===== config.mk =====
export PLATFORM = sky130hd
export DESIGN_NAME = longest_decreasing_subsequence_length_core
export DESIGN_NICKNAME = d
export VERILOG_FILES = /design/src/design/lds_pkg.sv /design/src/design/longest_decreasing_subsequence_length_core.sv
export SDC_FILE = /design/constraint.sdc
export NUM_CORES = 1
export LEC_CHECK = 0
export BUFFER_PORTS_ARGS = -buffer_cell sky130_fd_sc_hd__buf_2
export CORE_ASPECT_RATIO = 1.5
export CORE_MARGIN = 4
export CORE_UTILIZATION = 50
export DETAILED_ROUTE_END_ITERATION = 8
export GPL_TIMING_DRIVEN = 0
export PLACE_DENSITY = 0.65
export SYNTH_ARGS = -nofsm -noshare
export SYNTH_HDL_FRONTEND = slang
export SYNTH_SLANG_ARGS = --single-unit

===== constraint.sdc =====
create_clock -name clock -period 7 [get_ports clock]
set_clock_uncertainty 0.15 [all_clocks]
set_input_delay 0.7 -clock clock [delete_from_list [all_inputs] [get_ports clock]]
set_output_delay 0.7 -clock clock [all_outputs]
set_load 0.02 [all_outputs]

===== src/design/lds_pkg.sv =====
// shared widths, limits and state codes for the decreasing-run length core
package lds_pkg;

   localparam int SAMPLE_W      = 7;
   localparam int RUN_W         = 7;
   localparam int RUN_MAX       = 127;
   localparam int DEF_MAX_SLOTS = 64;

   typedef enum logic [1:0] {
      ST_IDLE,
      ST_PROBE,
      ST_CHECK,
      ST_FINISH
   } lds_state_type;

endpackage


===== src/design/longest_decreasing_subsequence_length_core.sv =====
// longest non-increasing subsequence length tracker built around a tail-slot memory
// a word is taken in idle, then the binary search alternates probe (one memory read) and
// check (one compare) steps until the window is empty; a zero value skips the search; the
// finish step waits for a free response slot, and no new word is taken until it is done
// reset: clears the fill count, the state machine and the response valid flag; slots at or
// above the fill count read as empty, so the memory itself needs no clearing pass
module longest_decreasing_subsequence_length_core #(
   parameter int MAX_SLOTS = lds_pkg::DEF_MAX_SLOTS
) (
   input  logic                        clock,
   input  logic                        reset,
   input  logic                        req_valid,
   output logic                        req_stall,
   input  logic [lds_pkg::SAMPLE_W-1:0] req_sample_value,
   input  logic                        req_end_of_sequence,
   output logic                        rsp_valid,
   input  logic                        rsp_stall,
   output logic [lds_pkg::RUN_W-1:0]   rsp_run_length,
   output logic                        rsp_sequence_done,
   output logic                        rsp_item_rejected
);
   import lds_pkg::*;

   // address width of the slot memory and width of a count that can hold MAX_SLOTS
   localparam int AW = $clog2(MAX_SLOTS);
   localparam int LW = $clog2(MAX_SLOTS + 1);
   localparam int SW = (LW > RUN_W) ? LW : RUN_W;

   // tail per subsequence length, non-increasing from slot to slot
   logic [SAMPLE_W-1:0] tail_mem [MAX_SLOTS];
   logic [SAMPLE_W-1:0] rd_data_ff;
   logic                rd_en;
   logic                wr_en;
   logic [AW-1:0]       rd_addr;
   logic [AW-1:0]       wr_addr;

   lds_state_type state_ff, state_in;

   // fill count: slots below it hold tails, the rest read as empty
   logic [LW-1:0]       best_length_ff, best_length_in;

   // search window [lo, hi) over the slots in use
   logic [LW-1:0]       lo_ff, lo_in;
   logic [LW-1:0]       hi_ff, hi_in;
   logic [LW:0]         mid_sum;
   logic [LW-1:0]       mid;

   // word being worked on
   logic [SAMPLE_W-1:0] value_ff, value_in;
   logic                last_ff, last_in;

   // response register
   logic                rsp_valid_ff, rsp_valid_in;
   logic [RUN_W-1:0]    rsp_run_length_ff, rsp_run_length_in;
   logic                rsp_done_ff, rsp_done_in;
   logic                rsp_rejected_ff, rsp_rejected_in;

   // finish-step signals
   logic                rsp_free;
   logic                reject;
   logic [LW-1:0]       new_length;
   logic [SW-1:0]       len_wide;

   assign mid_sum  = {1'b0, lo_ff} + {1'b0, hi_ff};
   assign mid      = mid_sum[LW:1];
   assign rd_addr  = mid[AW-1:0];
   assign wr_addr  = lo_ff[AW-1:0];

   // response slot can take a new word when empty or being drained this cycle
   assign rsp_free = !rsp_valid_ff || !rsp_stall;

   // zero value or every slot already at least the value with the store full
   assign reject   = (value_ff == '0) || (lo_ff == LW'(MAX_SLOTS));

   // the value lands at lo; the length grows only when lo is the first empty slot
   always_comb begin
      new_length = best_length_ff;
      if (!reject && (lo_ff == best_length_ff)) begin
         new_length = best_length_ff + LW'(1);
      end
   end

   assign len_wide = SW'(new_length);

   always_ff @(posedge clock) begin
      if (reset) begin
         state_ff       <= ST_IDLE;
         best_length_ff <= '0;
         rsp_valid_ff   <= 1'b0;
      end else begin
         state_ff       <= state_in;
         best_length_ff <= best_length_in;
         rsp_valid_ff   <= rsp_valid_in;
      end
   end

   // payload registers, no reset needed
   always_ff @(posedge clock) begin
      lo_ff             <= lo_in;
      hi_ff             <= hi_in;
      value_ff          <= value_in;
      last_ff           <= last_in;
      rsp_run_length_ff <= rsp_run_length_in;
      rsp_done_ff       <= rsp_done_in;
      rsp_rejected_ff   <= rsp_rejected_in;
   end

   // slot memory, one read and one write port, registered read data
   always_ff @(posedge clock) begin
      if (wr_en) begin
         tail_mem[wr_addr] <= value_ff;
      end
      if (rd_en) begin
         rd_data_ff <= tail_mem[rd_addr];
      end
   end

   always_comb begin
      state_in          = state_ff;
      best_length_in    = best_length_ff;
      lo_in             = lo_ff;
      hi_in             = hi_ff;
      value_in          = value_ff;
      last_in           = last_ff;
      rsp_valid_in      = rsp_valid_ff && rsp_stall;
      rsp_run_length_in = rsp_run_length_ff;
      rsp_done_in       = rsp_done_ff;
      rsp_rejected_in   = rsp_rejected_ff;
      req_stall         = 1'b1;
      rd_en             = 1'b0;
      wr_en             = 1'b0;

      unique case (state_ff)
         ST_IDLE: begin
            req_stall = 1'b0;
            if (req_valid) begin
               value_in = req_sample_value;
               last_in  = req_end_of_sequence;
               lo_in    = '0;
               hi_in    = best_length_ff;
               // a zero value skips the search altogether
               state_in = (req_sample_value == '0) ? ST_FINISH : ST_PROBE;
            end
         end

         ST_PROBE: begin
            // window empty: lo is the first slot whose tail is below the value
            if (lo_ff == hi_ff) begin
               state_in = ST_FINISH;
            end else begin
               rd_en    = 1'b1;
               state_in = ST_CHECK;
            end
         end

         ST_CHECK: begin
            if (rd_data_ff < value_ff) begin
               hi_in = mid;
            end else begin
               lo_in = mid + LW'(1);
            end
            state_in = ST_PROBE;
         end

         ST_FINISH: begin
            if (rsp_free) begin
               wr_en           = !reject;
               rsp_valid_in    = 1'b1;
               rsp_done_in     = last_ff;
               rsp_rejected_in = reject;
               if (len_wide > SW'(RUN_MAX)) begin
                  rsp_run_length_in = RUN_W'(RUN_MAX);
               end else begin
                  rsp_run_length_in = len_wide[RUN_W-1:0];
               end
               // end of sequence empties the store by dropping the fill count
               best_length_in = last_ff ? '0 : new_length;
               state_in       = ST_IDLE;
            end
         end

         default: begin
            state_in = ST_IDLE;
         end
      endcase
   end

   assign rsp_valid         = rsp_valid_ff;
   assign rsp_run_length    = rsp_run_length_ff;
   assign rsp_sequence_done = rsp_done_ff;
   assign rsp_item_rejected = rsp_rejected_ff;

   // fill count never passes the slot count
   assert property (@(posedge clock) disable iff (reset)
      best_length_ff <= LW'(MAX_SLOTS))
      else $error("fill count beyond slot count");

   // search window stays ordered and inside the slots in use
   assert property (@(posedge clock) disable iff (reset)
      (state_ff == ST_PROBE || state_ff == ST_CHECK) |->
         (lo_ff <= hi_ff && hi_ff <= best_length_ff))
      else $error("search window out of range");

   // a word closing a sequence leaves an empty store behind
   assert property (@(posedge clock) disable iff (reset)
      (state_ff == ST_FINISH && rsp_free && last_ff) |=> (best_length_ff == '0))
      else $error("store not emptied after end of sequence");

   // an accepted value always yields a non-zero length
   assert property (@(posedge clock) disable iff (reset)
      (rsp_valid_ff && !rsp_rejected_ff) |-> (rsp_run_length_ff != '0))
      else $error("accepted value with zero length");

   // the memory is written only when a result is produced
   assert property (@(posedge clock) disable iff (reset)
      wr_en |=> rsp_valid_ff)
      else $error("slot write without result");

endmodule


# Word level (Yosys, flattened, before mapping)

Memories as Yosys holds them, arrays and structs flattened. A register that Yosys moved wholly into a read port is not among the register bits.
Index checks and enable logic that the tools add are counted.

$add $sub $neg: 3
Order comparisons: 2
Eq/ne operators: 10
Muxes and demuxes: 22
Reductions and logical operators: 16

Operator list:

| kind                                                            | count |
|---|---|
| 7-bit two-way mux                                               | 6 |
| 7-bit one-hot mux with 2 select lines                           | 2 |
| 7-bit by 1-bit adder with 7-bit output, second input constant   | 2 |
| 7-bit == test                                                   | 2 |
| 7-bit zero test                                                 | 2 |
| 1-bit two-way mux                                               | 10 |
| 7-bit by 7-bit adder with 8-bit output                          | 1 |
| 2-bit inequality test, second input constant                    | 4 |
| 2-bit one-hot mux with 4 select lines                           | 1 |
| 7-bit == test, second input constant                            | 1 |
| 7-bit > comparator, second input constant                       | 1 |
| 7-bit < comparator                                              | 1 |
| 2-bit two-way mux                                               | 3 |
| 2-bit AND reduction                                             | 3 |
| 3-bit AND reduction                                             | 2 |
| 2-bit == test, second input constant                            | 2 |
| 1-bit zero test                                                 | 3 |
| 2-bit by 1-bit == test with 1-bit output, second input constant | 1 |
| 1-bit logical AND                                               | 2 |
| 2-bit zero test                                                 | 1 |
| 1-bit logical OR                                                | 2 |
| 2-bit nonzero test                                              | 1 |

Flip-flop bits (word level): 41
Bits in writable memories: 448
Bits of input ports: 12
Output and inout bits: 11
Logic and storage cells: 64
Memories: 1

Memories:

| name     | words | bits a word | read ports | clocked after Yosys merged registers in | write ports | line                                             | RTL |
|---|---|---|---|---|---|---|---|
| tail_mem | 64    | 7           | 1          | 1                                       | 1           | longest_decreasing_subsequence_length_core.sv:30 | `logic [SAMPLE_W-1:0] tail_mem [MAX_SLOTS];` |

# Longest topological paths before layout

Gate-level depths: netlist of the first run.

Depth after elaboration: 7
Depth in mapped cells: 13
Gate-level depth less buffers: 12

# Worst setup path before layout of the first run

No wires, ideal clock.

Path kind: reg-to-reg
Start point: reg lo_ff[0]
End point: reg rd_data_ff[5] (read register of tail_mem), data pin
Arrival: 2.981 ns
Data required time: 6.588 ns
Setup slack: 3.607 ns
Cell stages (with the launch flop): 11
Buffers on the path: 2
Clock period less this slack: 3.393 ns
Cell sequence: edfxtp_1 ha_1 inv_1 fa_1 clkbuf_1 buf_1 mux4_2 mux2i_1 o22ai_1 a221oi_1 o2bb2ai_1

Cells in the longest elaborated chain, start to end: 3

RTL lines:

| item                                                                           | line                                             | RTL |
|---|---|---|
| start, declared                                                                | longest_decreasing_subsequence_length_core.sv:43 | `logic [LW-1:0] lo_ff, lo_in;` |
| start signal, assigned                                                         | longest_decreasing_subsequence_length_core.sv:99 | `lo_ff <= lo_in;` |
| branches (longest 3 deep; another with 7-bit by 7-bit adder with 8-bit output) | n/a                                              |  |
| end, declared                                                                  | longest_decreasing_subsequence_length_core.sv:31 | `logic [SAMPLE_W-1:0] rd_data_ff;` |

Several ways; the timed one is not identified.
A chain may end at the register's enable or synchronous reset.

# Worst setup path in the final report of the first run

Start point: reg lo_ff[0]
End point: reg rd_data_ff[2] (read register of tail_mem), data pin

The elaborated chain is that of the path after synthesis.

==> impl_metrics.env, run 1 <==
export IMPL_worst_hold_slack_ns=0.172
export IMPL_synth_most_common_cell="edfxtp_1"
export IMPL_synthesis_area_sq_um=20300
export IMPL_power_density_nw_per_um2=338
export IMPL_placed_area_sq_um=21500
export IMPL_synth_yosys_seq_area_share_pct=72.8
export IMPL_routedWlPerCell_um=27.2
export IMPL_track_usage_pct=24.0
export IMPL_crit_path_end_kind="register"
export IMPL_rows=90
export IMPL_fp_coreArea_sq_um=40200
export IMPL_tightest_slew_ns=1.26
export IMPL_first_pass_iters=6
export IMPL_crit_arrival_ns=5.00
export IMPL_start_util_pct=50.5
export IMPL_setup_viol=0
export IMPL_grt_pass1_wl_mm=78.2
export IMPL_final_core_util_pct=56.8
export IMPL_ir_drop_v=0.000172
export IMPL_drive_above_1_share_pct=13.1
export IMPL_async_flop_share_pct=0
export IMPL_htreeDepth=2
export IMPL_ys_warnings_count=0
export IMPL_hold_viol=0
export IMPL_ys_ff_latch=496
export IMPL_synth_flop_cell="edfxtp_1"
export IMPL_hpwl_mm=37.9
export IMPL_totalWireLength_mm=53.1
export IMPL_synth_edf_count=486
export IMPL_cts_buffers=44
export IMPL_nets=1438
export IMPL_rsz0062_at_grt="false"
export IMPL_syn_nets=1354
export IMPL_stdcell_count=1948
export IMPL_io_pins=23
export IMPL_cts_root_buf="clkbuf_16"
export IMPL_grt_max_degree=32
export IMPL_synth_distinct_cells=60
export IMPL_via_count=12200
export IMPL_grt_pass1_vias=12000
export IMPL_critPathKind="reg2reg"
export IMPL_die_h_um=255
export IMPL_clk_pin_slew_worst_paths_ns=0.07
export IMPL_cts_resized=0
export IMPL_port_buffers=21
export IMPL_yosys_area_top_type_share_pct=71.8
export IMPL_cpMaxStageDelayCell="xor2_2"
export IMPL_p_leak_uw=0.00751
export IMPL_drc=0
export IMPL_yosysTopAreaCell="edfxtp_1"
export IMPL_dp_cells=1870
export IMPL_antennaDiodeCount=0
export IMPL_cts_tree="built"
export IMPL_grt_remaining_overflow=0
export IMPL_finalInstanceArea_sq_um=22800
export IMPL_drv_slew=0
export IMPL_avgSynthCellArea_sq_um=15.3
export IMPL_holdBufCountCts=0
export IMPL_cts_setup_buffers=0
export IMPL_synthesis_instances=1326
export IMPL_die_w_um=173
export IMPL_relSlewSlack_pct=15.4
export IMPL_synthTopCellsByCount="edfxtp_1 (486), nand2_1 (193), nor2_1 (99), mux2i_1 (55), nand3_1 (41)"
export IMPL_cp_cell_sequence="ha_1, inv_1, fa_1, nand2b_1, a21oi_2, xor2_2, clkbuf_1, mux4_2, a22oi_1, and3_1, o211ai_1"
export IMPL_maxCapViolCount=0
export IMPL_status="finished clean"
export IMPL_clk_latency_ns=0.56
export IMPL_drtAntennaViolNets=0
export IMPL_period_share_pct=69.4
export IMPL_max_stage_delay_ns=0.80
export IMPL_critPathMaxFanout=10
export IMPL_first_iter_violations=1303
export IMPL_gp_congestion=0.899
export IMPL_hold_class="in2reg"
export IMPL_final_setup_tns_ns=0
export IMPL_cts_buffer_depth=3
export IMPL_antenna_found_initial=0
export IMPL_required_ns=7.14
export IMPL_viasPerCell=6.24
export IMPL_synth_area_leaders="edfxtp_1 (72%), mux4_2 (4.3%), nand2_1 (3.6%)"
export IMPL_cts_sinks=496
export IMPL_cp_start_kind="register"
export IMPL_period_minus_slack_ns=4.86
export IMPL_area_growth_pct=12.4
export IMPL_fmax_mhz=206
export IMPL_dieArea_sq_um=44000
## power breakdown
group	internal (uW)	total, uW	switching (uW)
Sequential	3330	3370	38.1
Combinational	684	2030	1350
Clock	1270	2310	1040
## per-layer routing
layer | GRT usage, % | share of wire (%)
met5 | 0 | 0
met2 | 44.2 | 53
met3 | 3.10 | 6.2
met1 | 27.6 | 35
met4 | 12.5 | 5.6
## critical path: cells and delay by family (launching register included)
family                   cells  cell delay, ns
AND/OR/NAND/NOR              2            0.57
flip-flops                   1            0.47
AO/OA/AOI/OAI                3            0.60
XOR/XNOR                     1            0.80
adder cells (fa/ha/maj)      2            0.66
buffers and inverters        2            0.86
multiplexers                 1            0.45
## kinds of logic after synthesis
group                    Yosys count  share of synthesized area, %
adder cells (fa/ha/maj)           16                          1.02
AND/OR/NAND/NOR                  456                          10.2
flip-flops                       496                          72.8
buffers and inverters             92                          2.22
multiplexers                      95                          7.09
XOR/XNOR                          21                         0.942
AO/OA/AOI/OAI                    150                          5.72
## sequential cells by signal (all words and copies together), names as in the netlist, 2 cells and up
register        count
rsp_run_length      7
rd_data_ff          7
lo_ff               7
tail_mem          448
best_length_ff      7
state_ff            2
hi_ff               7
value_ff            7
## cells in the final DEF, fill, tap and decap left out, types with 9 or more instances in the layout
cell type,count
a21oi_1,9
a221oi_1,11
a22oi_1,16
a311oi_1,10
a32oi_1,33
and3_1,23
buf_16,15
buf_2,43
buf_6,9
clkbuf_1,44
clkbuf_16,44
clkinv_1,12
dfxtp_1,10
edfxtp_1,486
ha_1,15
inv_1,16
mux2i_1,55
mux4_2,39
nand2_1,193
nand3_1,41
nand4_1,22
nor2_1,99
nor3_1,27
nor4_1,15
o211ai_1,16
o21ai_0,25
xnor2_1,14
## per-stage QoR
stage,power (uW),worst slack [ns]
after detailed placement,5430,2.21
after floorplan,4660,3.61
after CTS,7710,2.20
final,7710,2.14
after global placement,5370,2.03
after global routing,7970,2.04
## worst paths after layout
| path | startpoint | to | slack [ns] | cells past startpoint |
|---|---|---|---|---|
| worst min register to register | last_ff$_DFFE_PP_ | rsp_sequence_done$_DFFE_PP_ | 0.31 | 0 |
| worst max register to register | lo_ff[0]$_SDFFCE_PP0P_ | rd_data_ff[2]$_DFFE_PP_ | 2.14 | 11 |
| worst min-delay path | req_end_of_sequence | last_ff$_DFFE_PP_ | 0.17 | 1 |
| worst max-delay path | lo_ff[0]$_SDFFCE_PP0P_ | rd_data_ff[2]$_DFFE_PP_ | 2.14 | 11 |
## final cells by class
class                      count  area, sq um
clock buffer                  54         1140
timing repair buffer          38          544
tap                          506          633
buffer                        76          392
sequential                   496        14800
clock inverter                24          201
fill                        3084        17400
multi-input combinational    738         5080
inverter                      16         60.1
No activity file was read; power rests on OpenSTA's default activity.
==> run 2: changes to the inputs <==
--- a/config.mk
+++ b/config.mk
@@ -11,7 +11,7 @@
 export CORE_UTILIZATION = 50
 export DETAILED_ROUTE_END_ITERATION = 8
 export GPL_TIMING_DRIVEN = 0
-export PLACE_DENSITY = 0.65
+export PLACE_DENSITY = 0.68
 export SYNTH_ARGS = -nofsm -noshare
 export SYNTH_HDL_FRONTEND = slang
 export SYNTH_SLANG_ARGS = --single-unit
==> constraint.sdc (replaced) <==
create_clock -name clock -period 4.17 [get_ports clock]
set_clock_uncertainty 0.15 [all_clocks]
set_input_delay 0.417 -clock clock [delete_from_list [all_inputs] [get_ports clock]]
set_output_delay 0.417 -clock clock [all_outputs]
set_load 0.02 [all_outputs]
==> run 2 against run 1 <==
Against the previous run:
- the flow now finishes with violations (setup timing)
- final cell count rose by 0.67%
- global-route usage barely moved
- critical path depth fell by 2
- clock power rose by 69%
- hold slack got worse by 0.063 ns
- first-iteration DRC count fell by 5.2%
- combinational power rose by 76%
- critical path type unchanged
- largest cell class unchanged
- highest routed layer unchanged
==> impl_metrics.env, run 2 (synthesis gave the netlist of run 1 again) <==
export IMPL_status="finished, violations left"
export IMPL_violations="setup timing"
export IMPL_track_usage_pct=24.0
export IMPL_regArea_sq_um=14800
export IMPL_fmax_mhz=240
export IMPL_finalInstanceArea_sq_um=23000
export IMPL_hpwl_mm=37.8
export IMPL_largest_register_ffs=448
export IMPL_reg2reg_depth=9
export IMPL_cts_tree="built"
export IMPL_hold_class="in2reg"
export IMPL_period_minus_slack_ns=4.17
export IMPL_clk_latency_ns=0.56
export IMPL_cts_root_buf="clkbuf_16"
export IMPL_ir_drop_v=0.000283
export IMPL_min_delay_start="reset"
export IMPL_rrSetupSlack_ns=-0.003
export IMPL_antennaDiodeCount=0
export IMPL_layout_common_cells="edfxtp_1 (486), nand2_1 (193), nor2_1 (98)"
export IMPL_cts_buffers=44
export IMPL_fp_coreArea_sq_um=40200
export IMPL_r2r_start="lo_ff[1]$_SDFFCE_PP0P_"
export IMPL_io_pins=23
export IMPL_first_iter_violations=1235
export IMPL_power_total_uw=13100
export IMPL_worstReg2RegEnd="rd_data_ff[5]$_DFFE_PP_"
export IMPL_clk_pin_slew_worst_paths_ns=0.07
export IMPL_p_leak_uw=0.00761
export IMPL_tightest_slew_ns=1.09
export IMPL_drc=0
export IMPL_placed_area_sq_um=21400
export IMPL_dp_slack_ns=-0.655
export IMPL_hold_viol=0
export IMPL_grt_remaining_overflow=0
export IMPL_antenna_found_initial=0
export IMPL_cts_sinks=496
export IMPL_relSlewSlack_pct=26.7
export IMPL_port_buffers=21
export IMPL_worst_slack_ns=-0.00267
export IMPL_final_common_cell="edfxtp_1"
export IMPL_htreeDepth=2
export IMPL_drtAntennaViolNets=0
export IMPL_fill_cells=3011
export IMPL_nets=1450
export IMPL_first_pass_iters=6
export IMPL_grt_max_degree=34
export IMPL_cp_start_kind="register"
export IMPL_drive_above_1_share_pct=14.6
export IMPL_rows=90
export IMPL_worstHoldEndpoint="best_length_ff[6]$_SDFFE_PP0P_"
export IMPL_dieArea_sq_um=44000
export IMPL_area_growth_pct=13.4
export IMPL_grt_pass1_vias=12300
export IMPL_maxCapViolCount=0
export IMPL_critPathKind="reg2reg"
export IMPL_viasPerCell=6.26
export IMPL_routedWlPerCell_um=27.3
export IMPL_period_share_pct=100
export IMPL_grt_pass1_wl_mm=78.4
export IMPL_gp_congestion=0.911
export IMPL_required_ns=4.32
export IMPL_totalWireLength_mm=53.4
export IMPL_whs_path_depth=2
export IMPL_crit_path_end_kind="register"
export IMPL_via_count=12300
export IMPL_crit_arrival_ns=4.32
export IMPL_multi_input_area_sq_um=5140
export IMPL_die_w_um=173
export IMPL_start_util_pct=50.5
export IMPL_regMostFlops="tail_mem"
export IMPL_setup_viol=1
export IMPL_cts_buffer_depth=3
export IMPL_rsz0062_at_grt="false"
export IMPL_power_density_nw_per_um2=570
export IMPL_critPathMaxFanout=10
export IMPL_die_h_um=255
export IMPL_drv_slew=0
[run 2: cell types whose count changed in the layout (fill, tap and decap cells not counted), sizes merged]
cell and delta:
dlygate4sd3 +10, buf +3, clkinv -2, clkinvlp +3, inv -1
[run 2: power breakdown]
group          switching, uW  leakage (uW)  internal, uW
Clock                   1740      0.000645          2160
Combinational           2340       0.00250          1230
Sequential              68.4       0.00447          5590
Total                   4150       0.00761          8980
[run 2: cell type report]
cell class	count	share of cell area [%]
sequential	496	64.2
tap	506	2.75
clock buffer	55	5.05
clock inverter	24	0.820
multi-input combinational	738	22.3
inverter	16	0.261
buffer	74	1.75
timing repair buffer	52	2.86
[run 2: repair_timing]
item	in CTS	in global routing
hold buffers	10	0
pin swaps	0	1
setup endpoints to repair	8	14
endpoints found under the hold margin	11	0
setup buffers	3	4
resized for setup	12	22
[run 2: metrics by stage]
stage | hold slack (ns) | setup TNS (ns) | utilization, % | std cells
global placement | 0.297 | -239.69 | 52.4 | 1853
detailed placement | 0.295 | -4.06 | 53.3 | 1867
finish | 0.110 | -0.00267 | 57.3 | 1961
CTS | 0.110 | 0 | 57.1 | 1958
global route | 0.133 | 0 | 57.3 | 1961
floorplan | 0.274 | 0 | - | 1326
[run 2: worst max path at each step]
stage | startpoint | end | slack, ns
after floorplan | lo_ff[0]$_SDFFCE_PP0P_ | rd_data_ff[5]$_DFFE_PP_ | 0.78
final | lo_ff[1]$_SDFFCE_PP0P_ | rd_data_ff[5]$_DFFE_PP_ | -0.003
after global placement | lo_ff[0]$_SDFFCE_PP0P_ | rd_data_ff[6]$_DFFE_PP_ | -0.68
after detailed placement | lo_ff[0]$_SDFFCE_PP0P_ | rd_data_ff[6]$_DFFE_PP_ | -0.66
after CTS | lo_ff[0]$_SDFFCE_PP0P_ | rd_data_ff[1]$_DFFE_PP_ | 0.03
after global routing | lo_ff[0]$_SDFFCE_PP0P_ | rd_data_ff[5]$_DFFE_PP_ | 0.01
[run 2: routing by layer]
layer  share of wire [%]  vias up  GRT usage [%]
met5                   0        -              0
met4                 6.9        0           14.6
met3                 6.8      179           3.38
met2                  52      608           43.2
met1                  34     6149           27.3
li1                    -     5343              -
[run 2: worst max-delay path: stages (launching register included)]
cell,delay [ns]
edfxtp_1,0.56
ha_1,0.41
a211oi_4,0.30
nor2_1,0.17
o221ai_2,0.42
buf_2,0.41
buf_1,0.67
o22ai_1,0.19
a221oi_1,0.47
o2bb2ai_1,0.14
==> run 3: changes to the inputs <==
--- a/config.mk
+++ b/config.mk
@@ -6,12 +6,13 @@
 export NUM_CORES = 1
 export LEC_CHECK = 0
 export BUFFER_PORTS_ARGS = -buffer_cell sky130_fd_sc_hd__buf_2
+export CAP_MARGIN = 40
 export CORE_ASPECT_RATIO = 1.5
 export CORE_MARGIN = 4
-export CORE_UTILIZATION = 50
+export CORE_UTILIZATION = 25
 export DETAILED_ROUTE_END_ITERATION = 8
 export GPL_TIMING_DRIVEN = 0
-export PLACE_DENSITY = 0.68
+export PLACE_DENSITY = 0.41
 export SYNTH_ARGS = -nofsm -noshare
 export SYNTH_HDL_FRONTEND = slang
 export SYNTH_SLANG_ARGS = --single-unit
==> run 3 against run 2 <==
Against the previous run:
- the flow now finishes without violations
- non-clock buffer count up 18
- design area increased by 4.1%
- critical path type unchanged
- utilization shrank 27 points
- power rose by 3.8%
- routed wire length up 18%
- clock power rose by 7.9%
- critical path depth stayed put
- maximum frequency is 5.7% higher
- hold slack worse by 0.023 ns
- final cell count up 28%
- first-iteration DRC count fell by 32%
==> impl_metrics.env, run 3 (synthesis gave the netlist of run 1 again) <==
export IMPL_cp_start_kind="register"
export IMPL_via_count=12100
export IMPL_cts_sinks=496
export IMPL_hold_class="in2reg"
export IMPL_first_pass_iters=7
export IMPL_cts_tree="built"
export IMPL_grt_pass1_wl_mm=90.5
export IMPL_track_usage_pct=14.5
export IMPL_hold_viol=0
export IMPL_period_share_pct=94.6
export IMPL_dp_slack_ns=-0.645
export IMPL_tightest_slew_ns=0.891
export IMPL_antennaDiodeCount=0
export IMPL_drive_above_1_share_pct=15.5
export IMPL_setup_viol=0
export IMPL_required_ns=4.32
export IMPL_largest_register_ffs=448
export IMPL_regArea_sq_um=14800
export IMPL_fill_cells=7956
export IMPL_viasPerCell=4.80
export IMPL_period_minus_slack_ns=3.95
export IMPL_drtAntennaViolNets=0
export IMPL_first_iter_violations=835
export IMPL_fp_coreArea_sq_um=80200
export IMPL_rows=127
export IMPL_io_pins=23
export IMPL_fmax_mhz=253
export IMPL_relSlewSlack_pct=40.6
export IMPL_clk_pin_slew_worst_paths_ns=0.06
export IMPL_stdcell_count=2512
export IMPL_critPathMaxFanout=10
export IMPL_multi_input_area_sq_um=5090
export IMPL_final_setup_tns_ns=0
export IMPL_dieArea_sq_um=86000
export IMPL_ir_drop_v=0.000261
export IMPL_critPathKind="reg2reg"
export IMPL_rsz0062_at_grt="false"
export IMPL_hpwl_mm=45.7
export IMPL_power_density_nw_per_um2=569
export IMPL_gp_congestion=0.828
export IMPL_totalWireLength_mm=63.0
export IMPL_layout_common_cells="edfxtp_1 (486), nand2_1 (193), nor2_1 (98)"
export IMPL_cts_root_buf="clkbuf_16"
export IMPL_nets=1472
export IMPL_crit_path_end_kind="register"
export IMPL_regMostFlops="tail_mem"
export IMPL_status="finished clean"
export IMPL_cts_buffers=48
export IMPL_antenna_found_initial=1
export IMPL_die_w_um=241
export IMPL_cts_buffer_depth=3
export IMPL_drv_slew=0
export IMPL_start_util_pct=25.3
export IMPL_port_buffers=21
export IMPL_routedWlPerCell_um=25.1
export IMPL_final_common_cell="edfxtp_1"
export IMPL_dp_cells=2416
export IMPL_maxCapViolCount=0
export IMPL_clk_latency_ns=0.59
export IMPL_grt_pass1_vias=12800
export IMPL_die_h_um=357
export IMPL_p_leak_uw=0.00778
export IMPL_drc=0
export IMPL_crit_arrival_ns=4.09
export IMPL_htreeDepth=2
export IMPL_grt_max_degree=29
export IMPL_grt_remaining_overflow=0
export IMPL_rrSetupSlack_ns=0.22
export IMPL_area_growth_pct=18.1
export IMPL_worst_slack_ns=0.224
run 3: cell types whose count changed in the layout (fill, tap and decap cells not counted), sizes merged:
cell / previous run / this run
inv: 16 / 17
clkinvlp: 4 / 1
clkinv: 17 / 16
bufinv: 3 / 2
clkbuf: 88 / 99
clkdlybuf4s18: 0 / 1
buf: 83 / 100
run 3: metal layers:
layer | part of all wire [%] | GRT usage [%] | vias up
met5 | 0 | 0 | -
met4 | 4.7 | 6.52 | 0
met3 | 3.8 | 1.57 | 128
met2 | 53 | 27.1 | 317
met1 | 38 | 16.6 | 6230
li1 | - | - | 5386
run 3: metrics by stage:
step | cell area [sq um] | hold slack, ns | power [uW] | util, %
floorplan | 20300 | 0.274 | 7830 | -
global placement | 21700 | 0.287 | 9360 | 27.1
detailed placement | 22400 | 0.288 | 9520 | 27.9
CTS | 24000 | 0.0713 | 13800 | 29.8
global route | 24000 | 0.110 | 14200 | 29.9
finish | 24000 | 0.0866 | 13600 | 29.9
run 3: worst max-delay path, cell delays in order (launching register included):
cell	delay (ns)
edfxtp_1	0.54
ha_1	0.40
a211oi_4	0.32
nor2_1	0.16
nor2_2	0.23
buf_2	0.45
mux4_2	0.59
a22oi_1	0.35
and3_1	0.33
o211ai_1	0.13
run 3: area by class of cell:
class                   count  area share [%]
flip-flops and latches    496            61.7
multi-input cells         738            21.2
clock buffers              66            5.47
well taps                1032            5.38
repair buffers             70            3.64
plain buffers              74            1.68
clock inverters            20           0.668
inverters                  16           0.250
run 3: what timing repair did:
| action | CTS | global route |
|---|---|---|
| buffers inserted | 0 | 2 |
| gates resized for setup | 9 | 15 |
| hold buffers | 10 | 0 |
| endpoints found under the setup margin | 7 | 7 |
| endpoints found under the hold margin | 11 | 0 |
run 3: path summary, 6_finish.rpt:
kind,start,endpoint,cells past startpoint
max,lo_ff[1]$_SDFFCE_PP0P_,rd_data_ff[0]$_DFFE_PP_,9
min,reset,best_length_ff[5]$_SDFFE_PP0P_,2
max reg2reg,lo_ff[1]$_SDFFCE_PP0P_,rd_data_ff[0]$_DFFE_PP_,9
min reg2reg,last_ff$_DFFE_PP_,rsp_sequence_done$_DFFE_PP_,0
run 3: report_power, final:
part	switching, uW	internal [uW]
clock network	1900	2320
registers	60.8	5590
logic	2500	1260
